File: src/design/bhxc_pkg.sv
// Shared types, constants and helpers for the nibble-swap XOR chain cipher.
// No dependencies; imported by every module of the block.
`default_nettype none

package bhxc_pkg;

  localparam int KEY_BYTES     = 16;
  localparam int KEY_LEN_W     = 5;
  localparam int KEY_POS_W     = 4;
  localparam int HDR_CNT_W     = 4;
  localparam int CFG_DATA_W    = 64;
  localparam int QUEUE_DEPTH   = 4;
  localparam int QUEUE_PTR_W   = 2;
  localparam int QUEUE_CNT_W   = 3;

  localparam logic [HDR_CNT_W-1:0] HEADER_LEN = 4'd8;
  localparam logic [KEY_LEN_W-1:0] KEY_MAX    = 5'd16;
  localparam logic [7:0]           CHAIN_INIT = 8'h36;

  // configuration register indexes
  typedef enum logic [1:0] {
    REG_MODE     = 2'd0,
    REG_KEY_LOW  = 2'd1,
    REG_KEY_HIGH = 2'd2,
    REG_KEY_LEN  = 2'd3
  } reg_index_t;

  localparam logic [1:0] MODE_STREAM_DEC = 2'd0;
  localparam logic [1:0] MODE_STREAM_ENC = 2'd1;

  localparam logic [1:0] ST_OK      = 2'd0;
  localparam logic [1:0] ST_SHORT   = 2'd1;
  localparam logic [1:0] ST_TYPE    = 2'd2;
  localparam logic [1:0] ST_OVERRUN = 2'd3;

  localparam logic [3:0] TYPE_PLAIN = 4'd0;
  localparam logic [3:0] TYPE_CHAIN = 4'd1;

  typedef enum logic [1:0] {
    OP_NONE  = 2'd0,   // byte consumed, no result
    OP_BARE  = 2'd1,   // result with zero byte and an error status
    OP_PASS  = 2'd2,   // byte passed through unchanged
    OP_XFORM = 2'd3    // byte goes through the chain cipher
  } op_kind_t;

  typedef struct packed {
    logic [7:0] data_byte;
    logic       first;
    logic       last;
  } in_item_t;

  typedef struct packed {
    logic [7:0] out_byte;
    logic       end_mark;
    logic [1:0] status;
  } out_item_t;

  typedef struct packed {
    op_kind_t   kind;
    logic       encrypt;
    logic       restart;
    logic       finish;
    logic [7:0] data_byte;
    logic [1:0] status;
  } op_t;

  function automatic logic [7:0] swap_nibbles(input logic [7:0] v);
    swap_nibbles = {v[3:0], v[7:4]};
  endfunction

endpackage

`default_nettype wire

File: src/design/bhxc_front.sv
// Front end: accepts input bytes, tracks the block header and classifies
// each byte into an op for the cipher back end. Depends on bhxc_pkg.
`default_nettype none

module bhxc_front (
  input  wire logic               clk,
  input  wire logic               rst,
  input  wire logic [1:0]         mode,
  input  wire logic               byte_valid,
  input  wire bhxc_pkg::in_item_t byte_item,
  input  wire logic               queue_full,
  output logic                    push,
  output bhxc_pkg::op_t           op
);
  import bhxc_pkg::*;

  logic [HDR_CNT_W-1:0] header_count, header_count_next;
  logic [3:0]           encryption_type, encryption_type_next;
  logic [7:0]           encrypted_left, encrypted_left_next;
  logic [1:0]           block_error, block_error_next;

  logic [HDR_CNT_W-1:0] hc;
  logic [3:0]           et;
  logic [7:0]           el;
  logic [1:0]           berr;
  logic [1:0]           bare_st;

  assign push = byte_valid && !queue_full;

  always_comb begin
    hc   = byte_item.first ? '0 : header_count;
    et   = byte_item.first ? '0 : encryption_type;
    el   = byte_item.first ? '0 : encrypted_left;
    berr = byte_item.first ? '0 : block_error;

    header_count_next    = hc;
    encryption_type_next = et;
    encrypted_left_next  = el;
    block_error_next     = berr;
    bare_st              = ST_OK;

    op.kind      = OP_NONE;
    op.encrypt   = (mode == MODE_STREAM_ENC);
    op.restart   = byte_item.first;
    op.finish    = byte_item.last;
    op.data_byte = byte_item.data_byte;
    op.status    = ST_OK;

    if (!mode[1]) begin
      op.kind = OP_XFORM;
    end else if (hc < HEADER_LEN) begin
      header_count_next = hc + 4'd1;
      if (hc == 4'd0) begin
        encryption_type_next = byte_item.data_byte[7:4];
      end
      if (hc == 4'd1) begin
        encrypted_left_next = byte_item.data_byte;
      end
      if (header_count_next == HEADER_LEN && encryption_type_next > TYPE_CHAIN) begin
        block_error_next = ST_TYPE;
      end
      if (header_count_next < HEADER_LEN) begin
        bare_st = ST_SHORT;
      end else if (block_error_next != ST_OK) begin
        bare_st = block_error_next;
      end else if (encryption_type_next == TYPE_CHAIN && encrypted_left_next != 8'd0) begin
        bare_st = ST_OVERRUN;
      end
      if (byte_item.last && bare_st != ST_OK) begin
        op.kind   = OP_BARE;
        op.status = bare_st;
      end
    end else if (berr != ST_OK) begin
      if (byte_item.last) begin
        op.kind   = OP_BARE;
        op.status = berr;
      end
    end else begin
      op.encrypt = 1'b0;
      if (et == TYPE_CHAIN && el != 8'd0) begin
        op.kind             = OP_XFORM;
        encrypted_left_next = el - 8'd1;
      end else begin
        op.kind = OP_PASS;
      end
      if (byte_item.last && encrypted_left_next != 8'd0) begin
        op.status = ST_OVERRUN;
      end
    end

    // a final byte closes the unit
    if (byte_item.last) begin
      header_count_next    = '0;
      encryption_type_next = TYPE_PLAIN;
      encrypted_left_next  = '0;
      block_error_next     = ST_OK;
    end
  end

  always_ff @(posedge clk) begin
    if (rst) begin
      header_count    <= '0;
      encryption_type <= TYPE_PLAIN;
      encrypted_left  <= '0;
      block_error     <= ST_OK;
    end else if (push) begin
      header_count    <= header_count_next;
      encryption_type <= encryption_type_next;
      encrypted_left  <= encrypted_left_next;
      block_error     <= block_error_next;
    end
  end

endmodule

`default_nettype wire

File: src/design/bhxc_queue.sv
// Short op queue between the front end and the cipher back end.
// Depends on bhxc_pkg for the op type and depth constants.
`default_nettype none

module bhxc_queue (
  input  wire logic          clk,
  input  wire logic          rst,
  input  wire logic          push,
  input  wire bhxc_pkg::op_t push_op,
  input  wire logic          pop,
  output logic               full,
  output logic               nonempty,
  output bhxc_pkg::op_t      head_op
);
  import bhxc_pkg::*;

  op_t                    entries [QUEUE_DEPTH];
  logic [QUEUE_PTR_W-1:0] wr_ptr;
  logic [QUEUE_PTR_W-1:0] rd_ptr;
  logic [QUEUE_CNT_W-1:0] count;

  assign full     = (count == QUEUE_CNT_W'(QUEUE_DEPTH));
  assign nonempty = (count != '0);
  assign head_op  = entries[rd_ptr];

  always_ff @(posedge clk) begin
    if (push) begin
      entries[wr_ptr] <= push_op;
    end
  end

  always_ff @(posedge clk) begin
    if (rst) begin
      wr_ptr <= '0;
      rd_ptr <= '0;
      count  <= '0;
    end else begin
      if (push) begin
        wr_ptr <= wr_ptr + 1'b1;
      end
      if (pop) begin
        rd_ptr <= rd_ptr + 1'b1;
      end
      unique case ({push, pop})
        2'b10:   count <= count + 1'b1;
        2'b01:   count <= count - 1'b1;
        default: count <= count;
      endcase
    end
  end

endmodule

`default_nettype wire

File: src/design/bhxc_back.sv
// Back end: runs the chain cipher on queued ops and holds the result register.
// Depends on bhxc_pkg.
`default_nettype none

module bhxc_back (
  input  wire logic                       clk,
  input  wire logic                       rst,
  input  wire logic [63:0]                key_low,
  input  wire logic [63:0]                key_high,
  input  wire logic [bhxc_pkg::KEY_LEN_W-1:0] key_length,
  input  wire logic                       op_valid,
  input  wire bhxc_pkg::op_t              op,
  output logic                            pop,
  output logic                            result_valid,
  output bhxc_pkg::out_item_t             result_item,
  input  wire logic                       result_stall
);
  import bhxc_pkg::*;

  logic [7:0]           chain_byte, chain_byte_next;
  logic [7:0]           cipher_position, cipher_position_next;
  logic [KEY_POS_W-1:0] key_position, key_position_next;

  logic [7:0]           chain_cur;
  logic [7:0]           cpos_cur;
  logic [KEY_LEN_W-1:0] len;
  logic [KEY_LEN_W-1:0] kp;
  logic [KEY_LEN_W-1:0] kp_inc;
  logic [127:0]         key_vec;
  logic [7:0]           key_byte;
  logic [7:0]           raw;
  logic [7:0]           xform_byte;
  logic                 advance;
  logic                 emits;
  out_item_t            res;

  assign advance = !result_valid || !result_stall;
  assign pop     = op_valid && advance;
  assign emits   = (op.kind != OP_NONE);
  assign key_vec = {key_high, key_low};

  always_comb begin
    chain_cur = op.restart ? CHAIN_INIT : chain_byte;
    cpos_cur  = op.restart ? 8'd0 : cipher_position;
    len       = (key_length > KEY_MAX) ? KEY_MAX : key_length;
    kp        = op.restart ? '0 : {1'b0, key_position};
    // position beyond a shrunken key restarts the cycle
    if (kp >= len) begin
      kp = '0;
    end
    key_byte = key_vec[{kp[KEY_POS_W-1:0], 3'b000} +: 8];
    kp_inc   = kp + 5'd1;
    raw      = op.data_byte ^ chain_cur ^ cpos_cur ^ key_byte;

    chain_byte_next      = chain_cur;
    cipher_position_next = cpos_cur;
    key_position_next    = kp[KEY_POS_W-1:0];
    xform_byte           = op.data_byte;

    if (op.kind == OP_XFORM) begin
      cipher_position_next = cpos_cur + 8'd1;
      if (len != '0) begin
        if (op.encrypt) begin
          xform_byte      = swap_nibbles(raw);
          chain_byte_next = xform_byte;
        end else begin
          xform_byte      = swap_nibbles(op.data_byte) ^ chain_cur ^ cpos_cur ^ key_byte;
          chain_byte_next = op.data_byte;
        end
        key_position_next = (kp_inc >= len) ? '0 : kp_inc[KEY_POS_W-1:0];
      end else begin
        key_position_next = (op.restart ? '0 : key_position);
      end
    end else if (op.restart) begin
      key_position_next = '0;
    end else begin
      key_position_next = key_position;
    end

    if (op.finish) begin
      chain_byte_next      = CHAIN_INIT;
      cipher_position_next = 8'd0;
      key_position_next    = '0;
    end

    res.end_mark = op.finish;
    res.status   = op.status;
    unique case (op.kind)
      OP_BARE:  res.out_byte = 8'd0;
      OP_PASS:  res.out_byte = op.data_byte;
      OP_XFORM: res.out_byte = xform_byte;
      default:  res.out_byte = 8'd0;
    endcase
  end

  always_ff @(posedge clk) begin
    if (rst) begin
      chain_byte      <= CHAIN_INIT;
      cipher_position <= '0;
      key_position    <= '0;
      result_valid    <= 1'b0;
    end else begin
      if (pop) begin
        chain_byte      <= chain_byte_next;
        cipher_position <= cipher_position_next;
        key_position    <= key_position_next;
      end
      if (advance) begin
        result_valid <= pop && emits;
      end
    end
  end

  always_ff @(posedge clk) begin
    if (pop && emits) begin
      result_item <= res;
    end
  end

endmodule

`default_nettype wire

File: src/design/block_header_xor_chain_cipher_top.sv
// Top level of the nibble-swap XOR chain cipher: configuration registers,
// front end, op queue and cipher back end. Depends on bhxc_pkg.
//
// Usage:
//   Input channel byte_valid / byte_stall / byte_item carries one byte per
//   request with first and last marks; a request is taken when byte_valid is
//   high and byte_stall low. Result channel result_valid / result_stall /
//   result_item carries at most one result per input byte, in order.
//   A taken byte is written into the op queue, and its result is then
//   registered in the result register. Throughput: one byte per cycle while
//   the receiver does not stall the result channel.
//   Header and unsupported-type bytes give no result unless final and in error.
//   When the receiver stalls, the result register holds and the four-entry op
//   queue fills; byte_stall rises once the queue is full.
//   Reset (rst, synchronous) clears configuration to zero, empties the queue
//   and restarts the chain at 0x36. Configuration is written through
//   cfg_write / cfg_index / cfg_data while no byte is in flight.
`default_nettype none

module block_header_xor_chain_cipher_top (
  input  wire logic                              clk,
  input  wire logic                              rst,
  input  wire logic                              cfg_write,
  input  wire logic [1:0]                        cfg_index,
  input  wire logic [bhxc_pkg::CFG_DATA_W-1:0]   cfg_data,
  input  wire logic                              byte_valid,
  output logic                                   byte_stall,
  input  wire bhxc_pkg::in_item_t                byte_item,
  output logic                                   result_valid,
  input  wire logic                              result_stall,
  output bhxc_pkg::out_item_t                    result_item
);
  import bhxc_pkg::*;

  logic [1:0]           mode;
  logic [63:0]          key_low;
  logic [63:0]          key_high;
  logic [KEY_LEN_W-1:0] key_length;

  logic push;
  logic pop;
  logic queue_full;
  logic queue_nonempty;
  op_t  push_op;
  op_t  head_op;

  always_ff @(posedge clk) begin
    if (rst) begin
      mode       <= MODE_STREAM_DEC;
      key_low    <= '0;
      key_high   <= '0;
      key_length <= '0;
    end else if (cfg_write) begin
      unique case (reg_index_t'(cfg_index))
        REG_MODE:     mode       <= cfg_data[1:0];
        REG_KEY_LOW:  key_low    <= cfg_data;
        REG_KEY_HIGH: key_high   <= cfg_data;
        REG_KEY_LEN:  key_length <= cfg_data[KEY_LEN_W-1:0];
        default:      mode       <= mode;
      endcase
    end
  end

  assign byte_stall = queue_full;

  bhxc_front u_front (
    .clk        (clk),
    .rst        (rst),
    .mode       (mode),
    .byte_valid (byte_valid),
    .byte_item  (byte_item),
    .queue_full (queue_full),
    .push       (push),
    .op         (push_op)
  );

  bhxc_queue u_queue (
    .clk      (clk),
    .rst      (rst),
    .push     (push),
    .push_op  (push_op),
    .pop      (pop),
    .full     (queue_full),
    .nonempty (queue_nonempty),
    .head_op  (head_op)
  );

  bhxc_back u_back (
    .clk          (clk),
    .rst          (rst),
    .key_low      (key_low),
    .key_high     (key_high),
    .key_length   (key_length),
    .op_valid     (queue_nonempty),
    .op           (head_op),
    .pop          (pop),
    .result_valid (result_valid),
    .result_item  (result_item),
    .result_stall (result_stall)
  );

endmodule

`default_nettype wire

File: config.mk
export PLATFORM = sky130hd
export DESIGN_NAME = block_header_xor_chain_cipher_top
export DESIGN_NICKNAME = d
export VERILOG_FILES = /design/src/design/bhxc_pkg.sv /design/src/design/bhxc_front.sv /design/src/design/bhxc_queue.sv /design/src/design/bhxc_back.sv /design/src/design/block_header_xor_chain_cipher_top.sv
export SDC_FILE = /design/constraint.sdc
export NUM_CORES = 1
export LEC_CHECK = 0
export BUFFER_PORTS_ARGS = -buffer_cell sky130_fd_sc_hd__buf_4
export CELL_PAD_IN_SITES_DETAIL_PLACEMENT = 1
export CELL_PAD_IN_SITES_GLOBAL_PLACEMENT = 2
export CORE_MARGIN = 2
export CORE_UTILIZATION = 30
export DETAILED_ROUTE_END_ITERATION = 12
export PLACE_DENSITY = 0.75
export SKIP_CTS_REPAIR_TIMING = 1
export SLEW_MARGIN = 20
export SYNTH_ARGS = -nofsm -noshare
export SYNTH_HDL_FRONTEND = slang
export SYNTH_SLANG_ARGS = --single-unit
File: constraint.sdc
create_clock -name clk -period 4.65 [get_ports clk]
set_input_delay 0.6975 -clock clk [delete_from_list [all_inputs] [get_ports clk]]
set_output_delay 0.6975 -clock clk [all_outputs]
set_load 0.02 [all_outputs]
==> results of run 1 <==
worst paths after layout:
kind,startpoint,end,slack (ps),cells past startpoint
max,flop,u_back.result_item[10],250,12
min,byte_item[5],u_queue.entries[2][5],360,1
max reg2reg,flop,u_back.result_item[10],250,12
min reg2reg,key_low[48],key_low[48],450,2
cells by family (layout without fill, tap and decap cells):
kind of cell    Yosys count  count (layout)
fa+ha+maj                23              23
xor+xnor                 50              50
flops                   254             254
mux                      57              57
compound gates          363             363
simple gates            550             550
buf+inv                 123             219
through the flow:
| stage | hold WS [ps] | std cells | total power [mW] |
|---|---|---|---|
| floorplan | 431 | 1420 | 3.68 |
| global placement | 440 | 1989 | 4.21 |
| detailed placement | 446 | 1989 | 4.24 |
| CTS | 338 | 2045 | 6.66 |
| global route | 353 | 2048 | 6.91 |
| finish | 363 | 2048 | 6.59 |
layout by cell type (no fill, tap or decap), types with 5 or more instances in the layout:
master	n
xnor2_1	38
o32ai_1	6
edfxtp_1	71
nand2b_1	13
o21ai_1	6
mux2i_1	27
a31oi_1	12
clkinv_2	5
a21oi_1	169
nor2_1	98
nand4_1	12
o22ai_1	20
inv_1	29
nand3_1	13
buf_4	129
clkbuf_16	31
nand2_1	333
a221oi_1	10
a22oi_1	19
o21ai_0	47
nor2b_1	22
nor3b_1	5
mux4_2	16
dfxtp_1	182
ha_1	22
nor3_1	15
and2_1	6
o31ai_1	8
clkinv_1	5
a311oi_1	5
and3_1	6
o21a_1	6
o221ai_1	5
mux2_2	10
xor2_1	10
a211oi_1	5
nor4_1	5
critical path, delay by kind of cell (launching register included):
family          cells  cell delay (ps)
compound gates      5             1370
simple gates        3              820
mux                 1              610
flops               1              480
xor+xnor            1              410
fa+ha+maj           1              270
buf+inv             1              190
layer usage:
| layer | track usage, % | vias up | wire (um) |
|---|---|---|---|
| li1 | - | 5165 | - |
| met1 | 27.2 | 5335 | 19900 |
| met2 | 31.0 | 243 | 19200 |
| met3 | 2.68 | 48 | 1960 |
| met4 | 5.15 | 0 | 914 |
| met5 | 0 | - | 0 |
power by group:
part	switching [mW]	internal, mW	total, mW
combinational	0.962	0.607	1.57
clock	1.00	1.40	2.41
sequential	0.110	2.50	2.61
total	2.08	4.51	6.59
registers in the layout, indices dropped and copies added (netlist names), named ones only:
| register | count |
|---|---|
| key_high | 64 |
| key_length | 5 |
| key_low | 64 |
| mode | 2 |
| u_back.chain_byte | 8 |
| u_back.cipher_position | 8 |
| u_back.key_position | 4 |
| u_back.result_item | 11 |
| u_back.result_valid | 1 |
| u_front.block_error | 2 |
| u_front.encrypted_left | 8 |
| u_front.encryption_type | 4 |
| u_front.header_count | 4 |
| u_queue.count | 3 |
| u_queue.entries | 60 |
| u_queue.rd_ptr | 2 |
| u_queue.wr_ptr | 2 |
final cells by class:
class	count	share of cell area, %
Inverter	33	0.835
Clock inverter	18	1.16
Tap cell	532	4.49
Clock buffer	38	5.68
Timing Repair Buffer	130	6.60
Sequential cell	254	39.1
Multi-Input combinational cell	1043	42.2
==> run summary, run 1 <==
Largest family of logic cells by synthesized area: simple AND/OR/NAND/NOR gates
Worst Path Arrival: 4720 ps
Final ANT Viol Nets: 0
RSZ-0062 raised after global routing: false
Main area contributors after synthesis: dfxtp_1 (29%), edfxtp_1 (17%), nand2_1 (10%)
CTS Buffer Depth: 3
Reg clk slew, reported paths: 70 ps
Fmax: 227 MHz
Layout cells sized above 1: 15.4%
Layout fillers: 4784
Async S/R FF share, synth: 0%
Post-DP Area: 0.0138 mm^2
Crit start category: flop
Pwr per Cell Area: 444 mW/mm^2
Critical path's slowest cell: mux4_2
Most used DFF post-synth: dfxtp_1
Relative slew slack: 28.8%
CP endpoint kind: flop
WL/cell: 20.5 um
Largest stage delay on the critical path: 610 ps
Clk Latency, worst-skew pair: 580 ps
Initial Util: 30.6%
Leakage: 5.16 nW
Outcome: finished, final reports clean
Worst slack, placed: 264 ps
Area of the multi-input gates: 0.00625 mm^2
Minimum clock period: 4400 ps
Setup TNS: 0 ps
Actual slew at the worst max-slew pin: 1070 ps
RD Place Congestion: 0.871
Flip-flop and latch area: 0.00580 mm^2
# DRC: 0
Fin nets: 1596
Post-synthesis adder-cell area fraction: 2.35%
Avg Synthesized Cell Area: 8.85 um^2
Final setup viols: 0
Synth Area in Compound Gates: 18.1%
Critical path class: flop to flop
Top-area cell type share of the netlist area: 29.2%
Synthesized cell area: 0.0126 mm^2
Clock skew: 20.4 ps
Gr usage total: 19.3%
Fin. max-slew vios: 0
Crit path max fanout: 11
Maximum vdd drop: 279 uV
Clk root buf: clkbuf_16
Post-synth top cells: nand2_1 (333), dfxtp_1 (183), a21oi_1 (169)
Crit path setup slack, layout: 250 ps
First-pass GRT wire length: 65900 um
Post-Syn Nets: 1524
Largest net degree at the start of global routing: 67
EDFF count, synth: 71
Syn Inst Count: 1420
Post-Synth Simple-Gate Area: 19.0%
Fin area: 0.0148 mm^2
Routed vias: 10800
Critical Path RT: 4970 ps
Die Span Y: 209 um
#FFs+latches synth: 254
Hold WC Path Type: input pin to flop
Area added between synthesis and finish: 18.1%
CTS sink cnt: 254
Register area share after synthesis: 46.1%
# diodes: 0
Max Cap Viol: 0
Most frequent cell after synthesis: nand2_1
Hold Violations, Final: 0
CTS H-tree depth: 1
Layout Utilization: 36.1%
Die Footprint: 0.0435 mm^2
Crit-path cells: mux4_2, nor2b_1, ha_1, a211o_1, a22oi_4, buf_4, nand3_4, a211oi_2, a2111oi_2, nor4_4, xnor3_1, a221o_1
Initial antenna violation count: 0
I/O Buffers: 93
Total routed wirelength: 42000 um
CORE AREA: 0.0411 mm^2
Vias per inst: 5.27
TritonCTS clock tree: yes
Final Cycle Share: 94.6%
Mux contribution to synthesized area: 6.54%
Drt initial violations: 528
DRT Pass-1 Iters: 4
Die X: 209 um
Num rows: 74
Vias in the first global route: 11100
Ys Warns: 0
Global route total overflow: 0
DP HPWL: 30000 um
Post-Synth XOR/XNOR Area: 3.71%
IO Count: 94
Area leader, netlist: dfxtp_1
Yosys cell types: 81
Number of CTS-inserted buffers: 30
Note: power is estimated with default switching activity, not from simulation.
==> run 2: changes to the inputs <==
clock period = 5.49 ns   (was 4.65 ns; I/O delays follow)
==> run summary, run 2 (same netlist as run 1, synthesis figures left out) <==
# DRC: 0
Outcome: finished, final reports clean
Die X: 209 um
Commonest non-fill, non-tap cells in the layout: nand2_1 (333), dfxtp_1 (182), a21oi_1 (169), buf_4 (108), nor2_1 (98)
Die Span Y: 209 um
Area added between synthesis and finish: 16.9%
Initial Util: 30.6%
Critical path class: flop to flop
Crit start category: flop
Vias in the first global route: 10800
RSZ-0062 raised after global routing: false
CTS sink cnt: 254
Most Used Layer, Global Route: met2
IO Count: 94
Minimum clock period: 5010 ps
Actual slew at the worst max-slew pin: 1060 ps
Worst r2r dst: u_back.result_item[10]
Routed vias: 10600
CTS Buffer Depth: 3
CTS H-tree depth: 1
Final ANT Viol Nets: 0
Met2 usage: 30.5%
Clk Latency, worst-skew pair: 580 ps
TritonCTS clock tree: yes
WL/cell: 20.9 um
Num rows: 74
Critical Path RT: 5800 ps
Final setup viols: 0
Die Footprint: 0.0435 mm^2
Hold Violations, Final: 0
Leakage: 5.06 nW
Hold path depth: 2
Layout fillers: 4812
Fin. max-slew vios: 0
Hold Startpoint: key_high[56]
Hold Path Sink: key_high[56]
Fmax: 200 MHz
Reg2reg setup slack: 480 ps
DRT Pass-1 Iters: 5
Relative slew slack: 28.7%
Clk root buf: clkbuf_16
Commonest non-fill, non-tap cell in the layout: nand2_1
Setup TNS: 0 ps
Pwr per Cell Area: 382 mW/mm^2
I/O Buffers: 93
Reg clk slew, reported paths: 70 ps
RD Place Congestion: 0.821
Drt initial violations: 621
Number of CTS-inserted buffers: 30
Met3 usage: 2.28%
Total routed wirelength: 42300 um
Layout cells sized above 1: 14.1%
Largest net degree at the start of global routing: 98
Crit path max fanout: 16
CP endpoint kind: flop
Initial antenna violation count: 0
Vias per inst: 5.25
Maximum vdd drop: 231 uV
Fin nets: 1575
GRT met1 Usage: 27.9%
# diodes: 0
Worst Path Arrival: 5320 ps
Global route total overflow: 0
Regs by FF count: key_high (64), key_low (64), u_queue.entries (60)
Gr usage total: 19.3%
Reg2Reg Depth: 11
Max Cap Viol: 0
Total power: 5.61 mW
Worst hold slack: 454 ps
CORE AREA: 0.0411 mm^2
Hold WC Path Type: flop to flop
Final Cycle Share: 91.2%
First-pass GRT wire length: 65700 um
DP HPWL: 29300 um
Clock skew: 28.6 ps
[run 2: routing by layer]
metal / wire, um / vias up
met5: 0 / -
met4: 982 / 0
met3: 1640 / 53
met2: 19200 / 211
met1: 20500 / 5259
li1: - / 5121
[run 2: worst max-delay path by stage]
stage | endpoint | slack [ps] | cells after the start
final | u_back.result_item[10] | 480 | 11
after global routing | u_back.result_item[10] | 150 | 12
after CTS | u_back.result_item[10] | 520 | 11
after detailed placement | u_back.result_item[10] | 540 | 11
after global placement | u_back.result_item[10] | 640 | 11
after floorplan | u_back.result_item[10] | 1220 | 15
[run 2: power by group]
group | internal, mW | switching, mW
combinational | 0.494 | 0.825
clock | 1.23 | 0.848
sequential | 2.12 | 0.0966
total | 3.84 | 1.77
[run 2: final cells by class]
class                   instances  area, um^2  area share, %
clock buffers                  43         891           6.06
clock inverters                12         138          0.937
inverters                      33         124          0.843
multi-input cells            1043        6250           42.6
flip-flops and latches        254        5800           39.5
well taps                     532         666           4.53
repair buffers                109         822           5.60
[run 2: through the flow]
step / cell area (um^2) / util, % / cells / worst slack, ps
global placement: 13700 / 33.2 / 1971 / 643
finish: 14700 / 35.7 / 2026 / 482
global route: 14700 / 35.7 / 2026 / 147
floorplan: 12600 / - / 1420 / 1220
CTS: 14700 / 35.7 / 2026 / 524
detailed placement: 13700 / 33.2 / 1971 / 543
[run 2: critical path: stages (launching register included)]
cell and delay, ps:
dfxtp_1 470, mux4_2 730, nor2_1 300, ha_1 300, o21ba_2 260, a22oi_4 530, and3_1 590, a211oi_1 110
a2111oi_1 610, nor4_4 130, xnor3_1 390, a221o_1 300
==> run 3: changes to the inputs <==
--- a/config.mk
+++ b/config.mk
@@ -9,4 +9,5 @@
 export CELL_PAD_IN_SITES_DETAIL_PLACEMENT = 1
 export CELL_PAD_IN_SITES_GLOBAL_PLACEMENT = 2
+export CORE_ASPECT_RATIO = 0.6
 export CORE_MARGIN = 2
 export CORE_UTILIZATION = 30
==> constraint.sdc (replaced) <==
create_clock -name clk -period 5.49 [get_ports clk]
set_input_delay 1.098 -clock clk [delete_from_list [all_inputs] [get_ports clk]]
set_output_delay 1.098 -clock clk [all_outputs]
set_load 0.02 [all_outputs]
==> run summary, run 3 (same netlist as run 1, synthesis figures left out) <==
Hold path depth: 2
Reg2reg start: u_queue.entries[0][11]
Critical path class: flop to flop
Final setup viols: 0
Crit path max fanout: 15
Largest net degree at the start of global routing: 144
Drt initial violations: 981
Reg2Reg Depth: 13
Hold Startpoint: key_high[28]
Critical path's slowest cell: a2111oi_0
Maximum vdd drop: 211 uV
I/O Buffers: 93
Fin. max-slew vios: 0
Num rows: 58
Setup TNS: 0 ps
Gr usage total: 20.5%
Area added between synthesis and finish: 16.7%
Fin nets: 1578
Routed vias: 10900
RD Place Congestion: 0.885
DRT Pass-1 Iters: 5
Final ANT Viol Nets: 0
Post-placement cell count: 2015
Area of the multi-input gates: 0.00625 mm^2
Regs by FF count: key_high (64), key_low (64), u_queue.entries (60)
CTS sink cnt: 254
Max Cap Viol: 0
Relative slew slack: 34.9%
DP HPWL: 32300 um
Clk root buf: clkbuf_16
Pwr per Cell Area: 371 mW/mm^2
TritonCTS clock tree: yes
WL/cell: 21.8 um
Initial antenna violation count: 1
Layout cells sized above 1: 14.3%
CTS H-tree depth: 1
Critical Path RT: 5800 ps
CP endpoint kind: flop
Crit path setup slack, layout: 614 ps
Die X: 268 um
Worst slack, placed: 769 ps
Number of CTS-inserted buffers: 27
Leakage: 5.01 nW
# DRC: 0
RSZ-0062 raised after global routing: false
Commonest non-fill, non-tap cell in the layout: nand2_1
Fmax: 205 MHz
Outcome: finished, final reports clean
Commonest non-fill, non-tap cells in the layout: nand2_1 (333), dfxtp_1 (182), a21oi_1 (169), buf_4 (113), nor2_1 (98)
Hold WC Path Type: flop to flop
Worst Path Arrival: 5190 ps
Vias per inst: 5.26
Hold Violations, Final: 0
Actual slew at the worst max-slew pin: 969 ps
Clock skew: 13.9 ps
CORE AREA: 0.0416 mm^2
Flip-flop and latch area: 0.00580 mm^2
Crit start category: flop
Die Footprint: 0.0436 mm^2
CTS Buffer Depth: 3
Worst hold slack: 456 ps
Crit path from: u_queue.entries[0][11]
Minimum clock period: 4880 ps
Final Cycle Share: 88.8%
Clk Latency, worst-skew pair: 560 ps
Global route total overflow: 0
First-pass GRT wire length: 68000 um
Die Span Y: 163 um
IO Count: 94
Layout fillers: 4827
Reg clk slew, reported paths: 70 ps
Largest stage delay on the critical path: 830 ps
Initial Util: 30.2%
Crit-path cells: mux4_2, nor2_1, ha_1, o21ba_2, a22oi_4, buf_4, nand2_2, a2111oi_0, a31o_1, a31oi_1, xnor2_1, xor2_1, a221o_1
Vias in the first global route: 10700
Layout Cells excl Fill: 2065
Total routed wirelength: 45000 um
-- run 3: worst max-delay path, delay by kind of cell, from the launching register on --
kind                     cells  cell delay [ps]
AO/OA/AOI/OAI                6             2090
multiplexers                 1              660
AND/OR/NAND/NOR              2              470
XOR/XNOR                     2              440
flip-flops                   1              410
adder cells (fa/ha/maj)      1              310
buffers and inverters        1              250
-- run 3: metrics by stage --
stage                     power [mW]  cell area [um^2]  util [%]
after floorplan                 3.11             12600         -
after global placement          3.54             13800      33.1
after detailed placement        3.58             13800      33.1
after CTS                       5.48             14700      35.2
after global routing            5.67             14700      35.2
final                           5.43             14700      35.2
-- run 3: where the power goes --
group	switching, mW	total, mW	internal [mW]
sequential	0.0904	2.21	2.11
clock	0.831	1.89	1.06
combinational	0.838	1.34	0.498
-- run 3: cell type report --
type / count / share of cell area, %
inverter: 33 / 0.845
timing repair buffer: 115 / 6.00
sequential: 254 / 39.6
clock inverter: 19 / 1.32
antenna: 1 / 0.0171
multi-input combinational: 1043 / 42.6
clock buffer: 30 / 4.75
tap: 570 / 4.87
-- run 3: worst paths after layout --
check                                              end  slack (ps)
worst max-delay path            u_back.result_item[10]         610
worst min-delay path                      key_high[28]         460
worst max register to register  u_back.result_item[10]         610
worst min register to register            key_high[28]         460
-- run 3: routing by layer --
layer  share of wire, %  up-vias  GRT usage, %
li1                   -     5125             -
met1                 53     5423          32.7
met2                 39      281          27.4
met3                7.3       34          5.03
met4                1.2        0          3.28
met5                  0        -             0
